<file path="config.mk">
export PLATFORM = sky130hd
export DESIGN_NAME = srf_queue
export DESIGN_NICKNAME = d
export VERILOG_FILES = /design/src/rtl/srf_pkg.sv /design/src/rtl/srf_queue.sv
export SDC_FILE = /design/constraint.sdc
export NUM_CORES = 1
export LEC_CHECK = 0
export ABC_AREA = 1
export BUFFER_PORTS_ARGS = -buffer_cell sky130_fd_sc_hd__buf_4
export CORE_MARGIN = 2
export CORE_UTILIZATION = 55
export DETAILED_ROUTE_END_ITERATION = 10
export PLACE_DENSITY = 0.8
export SYNTH_ARGS = -nofsm -noshare
export SYNTH_HDL_FRONTEND = slang
export SYNTH_SLANG_ARGS = --single-unit
export TNS_END_PERCENT = 10
</file>
<file path="constraint.sdc">
create_clock -name clk -period 6.36 [get_ports clk]
set_input_delay 1.59 -clock clk [delete_from_list [all_inputs] [get_ports clk]]
set_output_delay 1.59 -clock clk [all_outputs]
set_load 0.005 [all_outputs]
</file>
<file path="src/rtl/srf_pkg.sv">
`timescale 1ns / 1ps
// ----------------------------------------------------------------------------
// srf_pkg
// Shared constants, register codes and the item record passed from the
// classifier front end to the run back end.
// ----------------------------------------------------------------------------
package srf_pkg;

	localparam int MAX_WIDTH_DEF  = 2048;
	localparam int MAX_HEIGHT_DEF = 4096;

	localparam int PIXEL_W     = 8;
	localparam int CFG_W       = 12;
	localparam int CFG_INDEX_W = 4;
	localparam int ROW_W       = 12;
	localparam int START_W     = 11;
	localparam int LEN_W       = 11;
	localparam int PROD_W      = 26;
	localparam int QUEUE_DEPTH = 4;

	localparam logic [PIXEL_W-1:0] SHADOW_VALUE = 8'd255;

	typedef logic [CFG_INDEX_W-1:0] cfg_index_t;

	localparam cfg_index_t REG_FRAME_WIDTH  = 4'd0;
	localparam cfg_index_t REG_FRAME_HEIGHT = 4'd1;
	localparam cfg_index_t REG_MAX_RATIO    = 4'd2;
	localparam cfg_index_t REG_MIN_RATIO    = 4'd3;

	localparam logic [CFG_W-1:0] FRAME_WIDTH_RST  = 12'd640;
	localparam logic [CFG_W-1:0] FRAME_HEIGHT_RST = 12'd480;
	localparam logic [CFG_W-1:0] MAX_RATIO_RST    = 12'd256;
	localparam logic [CFG_W-1:0] MIN_RATIO_RST    = 12'd0;

	typedef struct packed {
		logic               frame_start;
		logic               judged;
		logic               member;
		logic               row_end;
		logic [START_W-1:0] col;
		logic [ROW_W-1:0]   row;
		logic [PROD_W-1:0]  lim_max;
		logic [PROD_W-1:0]  lim_min;
	} srf_item_t;

endpackage

</file>
<file path="src/rtl/srf_queue.sv">
`timescale 1ns / 1ps
// ----------------------------------------------------------------------------
// srf_queue
// Short FIFO of item records between the classifier and the run back end.
// ----------------------------------------------------------------------------
module srf_queue (
	input  logic                                      clk,
	input  logic                                      arst_n,
	input  logic                                      push,
	input  srf_pkg::srf_item_t                        din,
	input  logic                                      pop,
	output srf_pkg::srf_item_t                        dout,
	output logic                                      empty,
	output logic [$clog2(srf_pkg::QUEUE_DEPTH+1)-1:0] count
);

	localparam int DEPTH = srf_pkg::QUEUE_DEPTH;
	localparam int PTR_W = $clog2(DEPTH);
	localparam int CNT_W = $clog2(DEPTH + 1);

	srf_pkg::srf_item_t slot_q [DEPTH];
	logic [PTR_W-1:0]   wr_ptr_q;
	logic [PTR_W-1:0]   rd_ptr_q;
	logic [CNT_W-1:0]   count_q;

	always_ff @(posedge clk) begin
		if (push) begin
			slot_q[wr_ptr_q] <= din;
		end
	end

	always_ff @(posedge clk or negedge arst_n) begin
		if (!arst_n) begin
			wr_ptr_q <= '0;
			rd_ptr_q <= '0;
			count_q  <= '0;
		end else begin
			if (push) begin
				wr_ptr_q <= (wr_ptr_q == PTR_W'(DEPTH - 1)) ? '0 : wr_ptr_q + PTR_W'(1);
			end
			if (pop) begin
				rd_ptr_q <= (rd_ptr_q == PTR_W'(DEPTH - 1)) ? '0 : rd_ptr_q + PTR_W'(1);
			end
			if (push && !pop) begin
				count_q <= count_q + CNT_W'(1);
			end else if (pop && !push) begin
				count_q <= count_q - CNT_W'(1);
			end
		end
	end

	assign dout  = slot_q[rd_ptr_q];
	assign empty = count_q == '0;
	assign count = count_q;

endmodule

</file>
==> metrics.txt <==
Flop pwr share=41.7%; post-synthesis cell count=973; Nets=1,219; area delta synth->final=19.3%; peak supply drop=0.342 mV; later-pin clock latency in the skew report=0.50 ns; fmax=0.232 GHz; number of distinct library cells after synthesis=20; CP max FO=224; largest area contributor in the netlist=edfxtp_1; Ys Warns=0; Tmin final=4.31 ns; DIE WIDTH=157 µm; Top-Level Pins=166; post-CTS sizing=0; antenna violations before repair=0; number of synthesized register bits=323; RSZ-0062 raised after global routing=false; final setup margin=2.05 ns; Bufs on Longest Clock Path=3; global-route wire length before repair=36,800 µm; Synth async-reset ratio=2.17%; GRT Resource Usage Total=19.4%; Area contributors post-synth=edfxtp_1 (73%), o211ai_1 (8.8%), nand2_1 (7.3%); H-tree Lvls=2; count leader, synth=edfxtp_1; Initial Util=55.6%; clk_skew=0.0117 ns; endpoints failing setup=0; status=completed; Setup Crit Path Kind=flip-flop to output pin; Rows=56; P_int=4.71 mW; Max-slew headroom=26.6%; Worst Path Arrival=2.72 ns; Synth Net Count=1,063; number of I/O port buffers=165; Max-cap violations=0; leakage=6.26 nW; Commonest cells post-synth=edfxtp_1 (316), nand2_1 (252), inv_1 (169); vias post-DR=7,471; Placement Cell Area=14,300 µm²; Die ar.=24,800 µm²; Slew Limit Fails=0; DP Worst Slack=2.57 ns; hpwl dp=13,500 µm; Root Buffer=clkbuf_16; min-delay worst type=flip-flop to flip-flop; final instance area=15,400 µm²; Final Total Pwr=6.78 mW; Tightest Pin Transition=1.10 ns; drt first-iter violations=444; cts hold-fix bufs=0; Fin Setup TNS=0 ns; CTS tree=built; GPL Wtd Cong=0.702; Num CTS Buffers=34; DR WL/cell=16.3 µm; EDFF count, synth=316; total wire length=24,000 µm; Seq/Total Area, Yosys=74.7%; DRT Pass-1 Iters=5; pin count of the biggest net entering global routing=225; Clock power frac=28.1%; Mean Syn Cell Area=13.3 µm²; Clock Sinks=323; PD cells=439 nW/µm²; fillcell total=1,663; Reg clk slew, reported paths=0.06 ns; setup bufs post-CTS=0; vias per cell=5.07; Crit path required time=4.77 ns; crit path capture type=output pin; share of final-layout standard cells stronger than drive strength 1=20.4%; vias in the first global route=7,346; switching power=2.08 mW; Comb pwr share=30.2%; Layout Utilization=66.4%; drt drc=0; ys flop type=edfxtp_1; sw frac=30.6%; crit start category=flip-flop; fin crit share=67.8%; # diodes=0; core area=23,300 µm²; Routed Antenna Nets=0; grt ovf=0; mapped cell area=12,900 µm²; final hold violation count=0; Die H=157 µm; Synth top area share=73.3%
## path summary, 6_finish.rpt
check | from | endpoint | slack [ns] | depth (start not counted)
max | rd_ptr_q[0]$_DFFE_PN0P_ | dout[49] | 2.05 | 6
min | count[2]$_DFFE_PN0P_ | count[2]$_DFFE_PN0P_ | 0.55 | 2
max reg2reg | wr_ptr_q[0]$_DFFE_PN0P_ | slot_q[0][40]$_DFFE_PP_ | 3.93 | 5
min reg2reg | count[2]$_DFFE_PN0P_ | count[2]$_DFFE_PN0P_ | 0.55 | 2
max in group asynchronous | arst_n | rd_ptr_q[1]$_DFFE_PN0P_ | 5.32 | 1
min in group asynchronous | arst_n | rd_ptr_q[0]$_DFFE_PN0P_ | 0.89 | 1
## cell usage in the layout (no fill, tap or decap), types with 2 or more instances in the layout
cell type	synthesis	layout
clkbuf_16	0	37
clkinv_1	0	6
o211ai_1	151	151
clkbuf_1	23	6
clkinv_2	0	12
nor2_1	2	2
ha_1	6	6
buf_4	3	171
dfrtp_1	7	6
o211ai_2	7	7
inv_1	169	165
nand2_1	252	252
o21ai_0	2	2
bufinv_16	0	2
clkinvlp_4	0	3
edfxtp_1	316	316
o21ai_1	2	2
## cells by family after synthesis
kind of cell | count (synthesis) | share of synthesized area (%)
and+or+nand+nor | 257 | 7.49
DFF | 323 | 74.7
AOI/OAI and AO/OA | 162 | 9.59
buffers and inverters | 223 | 7.43
xor gates and xnor gates | 1 | 0.0677
adders and majority gates | 7 | 0.735
## sequential cells by signal, summed over array words and instances, names as in the netlist
name      flops
slot_q      316
count         3
rd_ptr_q      2
wr_ptr_q      2
## metal layers
layer / track usage [%] / up-vias / part of all wire (%)
li1: - / 3707 / -
met1: 23.1 / 3526 / 39
met2: 34.9 / 203 / 52
met3: 5.31 / 35 / 6.9
met4: 5.06 / 0 / 1.6
met5: 0 / - / 0
## metrics by stage
step / hold WS, ns / std cells
3_3_place_gp: 0.515 / 1412
6_report: 0.550 / 1474
5_1_grt: 0.552 / 1474
3_5_place_dp: 0.552 / 1412
4_1_cts: 0.542 / 1474
2_1_floorplan: 0.504 / 973
## area by class of cell
type                            instances  area (µm²)  area share (%)
Tap cell                              319         399            2.59
Inverter                              171         656            4.25
Timing Repair Buffer                  172        1300            8.44
Clock inverter                         19         149           0.964
Clock buffer                           43         948            6.14
Sequential cell                       323        9670            62.6
Multi-Input combinational cell        427        2310            15.0
## power groups by stage
stage | Combinational [mW] | Clock [mW] | Sequential [mW]
6_report | 2.05 | 1.90 | 2.83
5_1_grt | 2.28 | 2.04 | 2.85
4_1_cts | 2.09 | 1.94 | 2.83
3_5_place_dp | 2.08 | 0 | 2.87
3_3_place_gp | 2.03 | 0 | 2.86
2_1_floorplan | 1.21 | 0 | 2.86
## critical path, cell delays in order, from the launching register on
cell	delay, ns
dfrtp_1	0.46
inv_8	0.77
buf_12	0.44
nand2_1	0.12
o211ai_1	0.11
nand2_1	0.10
buf_4	0.15
(Power assumes the default switching activity.)
