===== src/rtl/srf_pkg.sv =====
`timescale 1ns / 1ps
// ----------------------------------------------------------------------------
// srf_pkg
// Shared constants, register codes and the item record passed from the
// classifier front end to the run back end.
// ----------------------------------------------------------------------------
package srf_pkg;

	localparam int MAX_WIDTH_DEF  = 2048;
	localparam int MAX_HEIGHT_DEF = 4096;

	localparam int PIXEL_W     = 8;
	localparam int CFG_W       = 12;
	localparam int CFG_INDEX_W = 4;
	localparam int ROW_W       = 12;
	localparam int START_W     = 11;
	localparam int LEN_W       = 11;
	localparam int PROD_W      = 26;
	localparam int QUEUE_DEPTH = 4;

	localparam logic [PIXEL_W-1:0] SHADOW_VALUE = 8'd255;

	typedef logic [CFG_INDEX_W-1:0] cfg_index_t;

	localparam cfg_index_t REG_FRAME_WIDTH  = 4'd0;
	localparam cfg_index_t REG_FRAME_HEIGHT = 4'd1;
	localparam cfg_index_t REG_MAX_RATIO    = 4'd2;
	localparam cfg_index_t REG_MIN_RATIO    = 4'd3;

	localparam logic [CFG_W-1:0] FRAME_WIDTH_RST  = 12'd640;
	localparam logic [CFG_W-1:0] FRAME_HEIGHT_RST = 12'd480;
	localparam logic [CFG_W-1:0] MAX_RATIO_RST    = 12'd256;
	localparam logic [CFG_W-1:0] MIN_RATIO_RST    = 12'd0;

	typedef struct packed {
		logic               frame_start;
		logic               judged;
		logic               member;
		logic               row_end;
		logic [START_W-1:0] col;
		logic [ROW_W-1:0]   row;
		logic [PROD_W-1:0]  lim_max;
		logic [PROD_W-1:0]  lim_min;
	} srf_item_t;

endpackage


===== src/rtl/srf_back.sv =====
`timescale 1ns / 1ps
// ----------------------------------------------------------------------------
// srf_back
// Pop item records, track the open run, apply the length and ratio tests
// and hold a kept run in the output register.
// ----------------------------------------------------------------------------
module srf_back #(
	parameter int MAX_WIDTH = srf_pkg::MAX_WIDTH_DEF
) (
	input  logic                           clk,
	input  logic                           arst_n,
	input  logic [$clog2(MAX_WIDTH+1)-1:0] eff_w,
	input  logic                           empty,
	input  srf_pkg::srf_item_t             item,
	output logic                           pop,
	output logic                           out_valid,
	input  logic                           out_ready,
	output logic [srf_pkg::ROW_W-1:0]      run_row,
	output logic [srf_pkg::START_W-1:0]    run_start,
	output logic [srf_pkg::LEN_W-1:0]      run_length
);

	localparam int CW = $clog2(MAX_WIDTH);
	localparam int PW = srf_pkg::PROD_W;
	localparam int SW = srf_pkg::START_W;
	localparam int LW = srf_pkg::LEN_W;
	localparam int TW = CW + 4;

	logic [CW-1:0]               run_q;
	logic [SW-1:0]               begin_q;
	logic                        out_valid_q;
	logic [srf_pkg::ROW_W-1:0]   row_q;
	logic [SW-1:0]               start_q;
	logic [LW-1:0]               length_q;

	logic [CW-1:0] run_base;
	logic [TW-1:0] len10;
	logic [PW-1:0] len256;
	logic          keep;

	assign pop = !empty && (!out_valid_q || out_ready);

	always_comb begin
		run_base = item.frame_start ? '0 : run_q;
		len10    = TW'({run_base, 3'b000}) + TW'({run_base, 1'b0});
		len256   = PW'({run_base, 8'h00});
		keep     = item.judged && !item.member && (run_base != '0)
		        && (len10 >= TW'(eff_w))
		        && (len256 <= item.lim_max)
		        && (len256 >= item.lim_min);
	end

	always_ff @(posedge clk or negedge arst_n) begin
		if (!arst_n) begin
			run_q       <= '0;
			begin_q     <= '0;
			out_valid_q <= 1'b0;
		end else begin
			if (pop) begin
				if (item.row_end || (item.judged && !item.member)) begin
					run_q <= '0;
				end else if (item.judged) begin
					run_q <= run_base + CW'(1);
				end else begin
					run_q <= run_base;
				end
				if (item.judged && item.member && (run_base == '0)) begin
					begin_q <= item.col;
				end
			end
			if (pop && keep) begin
				out_valid_q <= 1'b1;
			end else if (out_ready) begin
				out_valid_q <= 1'b0;
			end
		end
	end

	always_ff @(posedge clk) begin
		if (pop && keep) begin
			row_q    <= item.row;
			start_q  <= begin_q;
			length_q <= LW'(run_base);
		end
	end

	assign out_valid  = out_valid_q;
	assign run_row    = row_q;
	assign run_start  = start_q;
	assign run_length = length_q;

endmodule


===== config.mk =====
export PLATFORM = sky130hd
export DESIGN_NAME = srf_back
export DESIGN_NICKNAME = d
export VERILOG_FILES = /design/src/rtl/srf_pkg.sv /design/src/rtl/srf_back.sv
export SDC_FILE = /design/constraint.sdc
export NUM_CORES = 1
export LEC_CHECK = 0
export BUFFER_PORTS_ARGS = -buffer_cell sky130_fd_sc_hd__buf_4
export CORE_ASPECT_RATIO = 1.2
export CORE_UTILIZATION = 35
export DETAILED_ROUTE_END_ITERATION = 16
export MAX_ROUTING_LAYER = met4
export PLACE_DENSITY = 0.59
export SLEW_MARGIN = 20
export SYNTH_ARGS = -nofsm -noshare
export SYNTH_HDL_FRONTEND = slang
export SYNTH_SLANG_ARGS = --single-unit

===== constraint.sdc =====
create_clock -name clk -period 11.7 [get_ports clk]
set_input_delay 1.17 -clock clk [delete_from_list [all_inputs] [get_ports clk]]
set_output_delay 1.17 -clock clk [all_outputs]
set_load 0.01 [all_outputs]

==> impl_metrics.ini, run 1 <==
[final_layout]
final_common_cell = buf_4
n_antenna_cell = 0
final_nets = 625
drive_gt1_share_pct = 33.3
layout_common_cells = buf_4, inv_1, edfxtp_1, ha_1, nand2_1
area_delta_synth_final_pct = 36.8

[timing]
fin_setup_tns_ns = 0
tightest_slew_ns = 0.807
fin_hold_ws_ns = 0.438
slew_headroom_pct = 46.1
drv_slew = 0
final-setup-viol-count = 0
hold_viol = 0
post-route-period-util_pct = 41.3
fmax_mhz = 207
rsz0062_at_grt = no
finalClockSkew_ns = 0.00669
period_minus_slack_ns = 4.84

[critical_path]
critical_path_buf_inv_count = 2
critical_path.top_delay_family = compound AO/OA/AOI/OAI gates
max_stage_delay_ns = 0.47
worstReg2RegStart = run_q[2]
critical_path_arrival_ns = 4.86
r2r_slack_ns = 7.35
reg2reg_to = run_start[9]
ff2ff_path_depth = 16
worstSetupEndpoint = run_start[9]
required_ns = 11.73
slowest_stage = nor2b_2
path_depth = 17
crit_start = item[78]
crit_chain = buf_4 > nor2b_2 > ha_1 > a21oi_1 > o211ai_1 > a21boi_0 > o31ai_1 > a31oi_1 > xnor2_1 > ha_1 > a21oi_1 > o21ai_0 > a211oi_1 > o41ai_2 > nor4_2 > nor4_2 > buf_4
cp-start-kind = primary input
path_max_fanout = 34
crit_type = primary input to register
crit_path_end_kind = register

[detailed_routing]
wire_per_inst_um = 15.3
via_per_inst = 5.12
ant_nets = 0
first_pass_iters = 4
drt_iter0_drc = 99
routed_wl_um = 9600
drc = 0
vias = 3218

[synth]
synth_top_area_cell = edfxtp_1
async_flop_share_pct = 40.4
ys_warn_count = 0
ys.flop_type = edfxtp_1
synth_area_leaders = edfxtp_1, dfrtp_1, ha_1
ys_seq_area_share_pct = 43.5
synthesis.nets = 498
synth_cells = 370
syn_area_um2 = 3670
ys_types = 56
synth-seq-cells = 57
synth_enable_flop_cells = 34
syn_area_per_cell_um2 = 9.92
synth_top_area_share_pct = 27.8

[die]
die-height_um = 114
core_um2 = 10100
start_util_pct = 36.3
num_rows = 40
die-area_um2 = 10900
die_x_um = 95.5
ios = 131

[global_routing]
grt_usage_pct = 18.7
overflow = 0
grt_max_degree = 35
grt_pass1_vias = 3179
antenna_found_initial = 0
grt_pass1_wl_um = 15300

[clock_tree]
clkTransAtPathRegs_ns = 0.05
cts-buffers-inserted = 9
cts_tree = yes
cts.repair.resized = 0
htreeDepth = 3
clk_latency_ns = 0.32
cts_hold_buffers = 0
cts_sinks = 57
root_buffer = clkbuf_16
postCtsSetupRepairBufs = 0
clockBufferDepth = 2

[hold_path]
min_path_cells = 0
hold_path_class = register to register

[placed_design]
io_buffer_count = 130
gp_congestion = 0.907
hpwl_um = 7340

[run_status]
status = completed

[pwr]
power_density_nw_per_um2 = 106
leakage_nw = 2.32
vdd.ir_drop.worst_v = 0.0000792

[flow_run]
cap_viol_max_count = 0
-- cell usage after synthesis (7+ instances only) --
| cell type | count |
|---|---|
| edfxtp_1 | 34 |
| nand2_1 | 27 |
| a21oi_1 | 20 |
| o211ai_1 | 7 |
| dfrtp_1 | 23 |
| mux2_2 | 12 |
| inv_1 | 38 |
| xnor2_1 | 12 |
| nor4_1 | 7 |
| ha_1 | 33 |
| nor2b_1 | 14 |
| nand3_1 | 7 |
| o21ai_0 | 26 |
| nor2_1 | 23 |
-- state kept, by name, summed over array words and instances, names as in the netlist --
name / count
run_start: 11
begin_q: 11
run_length: 11
out_valid: 1
run_q: 11
run_row: 12
-- per-layer routing --
layer  global-route usage (%)  share of wire, %
met2                     32.5                51
met4                     4.18               1.0
met3                     3.32               6.4
met5                        -                 0
met1                     22.3                41
-- worst min path at each step --
stage                     slack, ns             to         from
after floorplan                0.42   run_start[0]   begin_q[0]
after global placement         0.42   run_start[8]   begin_q[8]
after detailed placement       0.43   run_start[8]   begin_q[8]
after CTS                      0.44   run_start[8]   begin_q[8]
after global routing           0.45  run_start[10]  begin_q[10]
final                          0.44   run_start[3]   begin_q[3]
-- layout make-up --
class                      instances  area (um2)
timing repair buffer             131         983
tap                              126         158
multi-input combinational        259        1850
clock buffer                      10         229
sequential                        57        1600
fill                             951        5090
clock inverter                     6        58.8
inverter                          39         146
-- worst reg2reg max path, stage by stage, from the launching register on --
cell and delay (ns):
dfrtp_1 0.55, nor2b_1 0.51, ha_1 0.27, a21oi_1 0.06
o211ai_1 0.25, a21boi_0 0.15, o31ai_1 0.25, a31oi_1 0.14
xnor2_1 0.19, ha_1 0.27, a21oi_1 0.13, o21ai_0 0.09
a211oi_1 0.28, o41ai_2 0.13, nor4_2 0.43, nor4_2 0.06
buf_4 0.28
-- kinds of logic (layout without fill, tap and decap cells) --
| group | Yosys count | count (layout) | share of synthesized area, % |
|---|---|---|---|
| adder cells (fa/ha/maj) | 36 | 36 | 12.1 |
| buffers and inverters | 54 | 186 | 6.24 |
| XOR/XNOR | 14 | 14 | 3.34 |
| AO/OA/AOI/OAI | 82 | 82 | 14.1 |
| AND/OR/NAND/NOR | 113 | 113 | 16.5 |
| multiplexers | 14 | 14 | 4.23 |
| flip-flops | 57 | 57 | 43.5 |
-- metrics by stage --
| step | util (%) | area, um2 | worst slack [ns] | cells | total power, mW |
|---|---|---|---|---|---|
| after floorplan | - | 3670 | 4.31 | 370 | 0.253 |
| after global placement | 46.8 | 4740 | 6.62 | 612 | 0.284 |
| after detailed placement | 46.8 | 4740 | 6.48 | 612 | 0.286 |
| after CTS | 49.7 | 5020 | 6.82 | 628 | 0.534 |
| after global routing | 49.7 | 5020 | 6.54 | 628 | 0.551 |
| final | 49.7 | 5020 | 6.86 | 628 | 0.530 |
-- report_power, final --
| part | leakage [nW] | total [mW] | switching, mW | internal [mW] |
|---|---|---|---|---|
| logic | 1.56 | 0.0539 | 0.0212 | 0.0327 |
| registers | 0.619 | 0.228 | 0.00414 | 0.224 |
| clock network | 0.136 | 0.248 | 0.0855 | 0.163 |
| total | 2.32 | 0.530 | 0.111 | 0.420 |
Power figures use the tool's default switching activity.
==> run 2, diff against run 1 <==
PLACE_DENSITY = 0.61   (was 0.59)
clock period = 4.4 ns   (was 11.7 ns; I/O delays follow)
==> impl_metrics.ini, run 2 (synthesis gave the netlist of run 1 again) <==
[run_status]
status = completed

[final_layout]
final_common_cell = buf_4
n_antenna_cell = 0
nFillCells = 958
drive_gt1_share_pct = 34.6
final_nets = 635
largest_reg_flops = 12
layout_common_cells = buf_4, inv_1, edfxtp_1, ha_1, nand2_1
area_delta_synth_final_pct = 39.8

[critical_path]
crit_type = register to register
critical_path_arrival_ns = 4.06
path_max_fanout = 34
required_ns = 4.46
slowest_stage = dfrtp_1
worstReg2RegStart = run_q[2]
critical_path.top_delay_family = compound AO/OA/AOI/OAI gates
critical_path_buf_inv_count = 1
reg2reg_to = run_length[6]
r2r_slack_ns = 0.40
crit_chain = nor2b_4 > ha_1 > a21oi_1 > o211ai_1 > a21boi_0 > o31ai_1 > a31oi_1 > xnor2_1 > ha_1 > a21oi_1 > o21ai_0 > a211oi_1 > o41ai_2 > nor4_4 > nor4_4 > buf_12
crit_path_end_kind = register
cp-start-kind = register
max_stage_delay_ns = 0.53
ff2ff_path_depth = 16

[placed_design]
dpl_worst_slack_ns = 0.240
gp_congestion = 0.847
io_buffer_count = 130
hpwl_um = 7630

[global_routing]
overflow = 0
grt_pass1_wl_um = 16000
met2_usage_pct = 32.1
grtUsageMet1_pct = 24.2
grt_use_met3_pct = 3.25
grt_pass1_vias = 3364
grt_usage_pct = 19.5
antenna_found_initial = 0
busiest_layer = met2
grt_max_degree = 35

[clock_tree]
cts_sinks = 57
clkTransAtPathRegs_ns = 0.05
clockBufferDepth = 2
cts-buffers-inserted = 9
htreeDepth = 3
postCtsSetupRepairBufs = 0
cts_tree = yes
root_buffer = clkbuf_16
clk_latency_ns = 0.31

[die]
die-height_um = 114
die_x_um = 95.5
die-area_um2 = 10900
ios = 131
core_um2 = 10100
num_rows = 40
start_util_pct = 36.3

[detailed_routing]
via_per_inst = 5.11
first_pass_iters = 4
ant_nets = 0
vias = 3259
routed_wl_um = 9580
drt_iter0_drc = 249
wire_per_inst_um = 15.0
drc = 0

[timing]
tightest_slew_ns = 0.748
fmax_mhz = 250
final-setup-viol-count = 0
finalClockSkew_ns = 0.00483
period_minus_slack_ns = 4.00
drv_slew = 0
hold_viol = 0
rsz0062_at_grt = no
setup_slack_ns = 0.399
fin_setup_tns_ns = 0
post-route-period-util_pct = 90.9
slew_headroom_pct = 49.7

[pwr]
total_power_mw = 1.40
power.switching_mw = 0.279
clockPowerShare_pct = 46.1
power_density_nw_per_um2 = 272
seq_power_share_pct = 43.5
swShare_pct = 20.0
internal-power_mw = 1.12
vdd.ir_drop.worst_v = 0.000229
comb_power_share_pct = 10.4
leakage_nw = 2.38

[hold_path]
hold_path_class = primary input to async pin

[flow_run]
cap_viol_max_count = 0
run 2: power groups by stage:
stage / clock, mW / sequential [mW] / combinational [mW]
6_report: 0.643 / 0.607 / 0.146
5_1_grt: 0.683 / 0.610 / 0.164
4_1_cts: 0.653 / 0.608 / 0.148
3_3_place_gp: 0 / 0.615 / 0.143
2_1_floorplan: 0 / 0.612 / 0.0609
3_5_place_dp: 0 / 0.617 / 0.147
run 2: area by class of cell:
cell class | count | area (um2) | share of cell area [%]
clock buffers | 12 | 236 | 4.61
clock inverters | 4 | 43.8 | 0.853
inverters | 39 | 146 | 2.85
multi-input cells | 259 | 1880 | 36.6
flip-flops and latches | 57 | 1600 | 31.1
well taps | 126 | 158 | 3.07
repair buffers | 141 | 1070 | 20.9
run 2: stage by stage:
stage / utilization, % / cell area [um2] / hold slack [ns] / cells
6_report: 50.8 / 5130 / 0.0173 / 638
5_1_grt: 50.8 / 5130 / 0.0272 / 638
4_1_cts: 50.6 / 5120 / 0.0188 / 638
3_5_place_dp: 47.8 / 4840 / 0.355 / 622
3_3_place_gp: 47.8 / 4840 / 0.355 / 622
2_1_floorplan: - / 3690 / 0.144 / 370
run 2: timing repair:
action / in CTS / in global routing
gates resized for setup: 0 / 2
endpoints found under the setup margin: 0 / 34
hold buffers: 0 / 0
run 2: how the worst max path moves through the flow:
stage	cells after the start	startpoint	end	slack (ns)
3_5_place_dp	16	run_q[2]	run_start[3]	0.24
3_3_place_gp	16	run_q[2]	run_length[5]	0.39
4_1_cts	16	run_q[2]	run_length[5]	0.21
5_1_grt	16	run_q[2]	run_start[0]	0.03
6_report	16	run_q[2]	run_length[6]	0.40
2_1_floorplan	15	run_q[2]	run_length[0]	0.008
run 2: per-layer routing:
layer | wire length (um) | vias to the layer above
li1 | - | 1607
met3 | 734 | 17
met4 | 195 | 0
met2 | 4690 | 144
met1 | 3960 | 1491
met5 | 0 | -
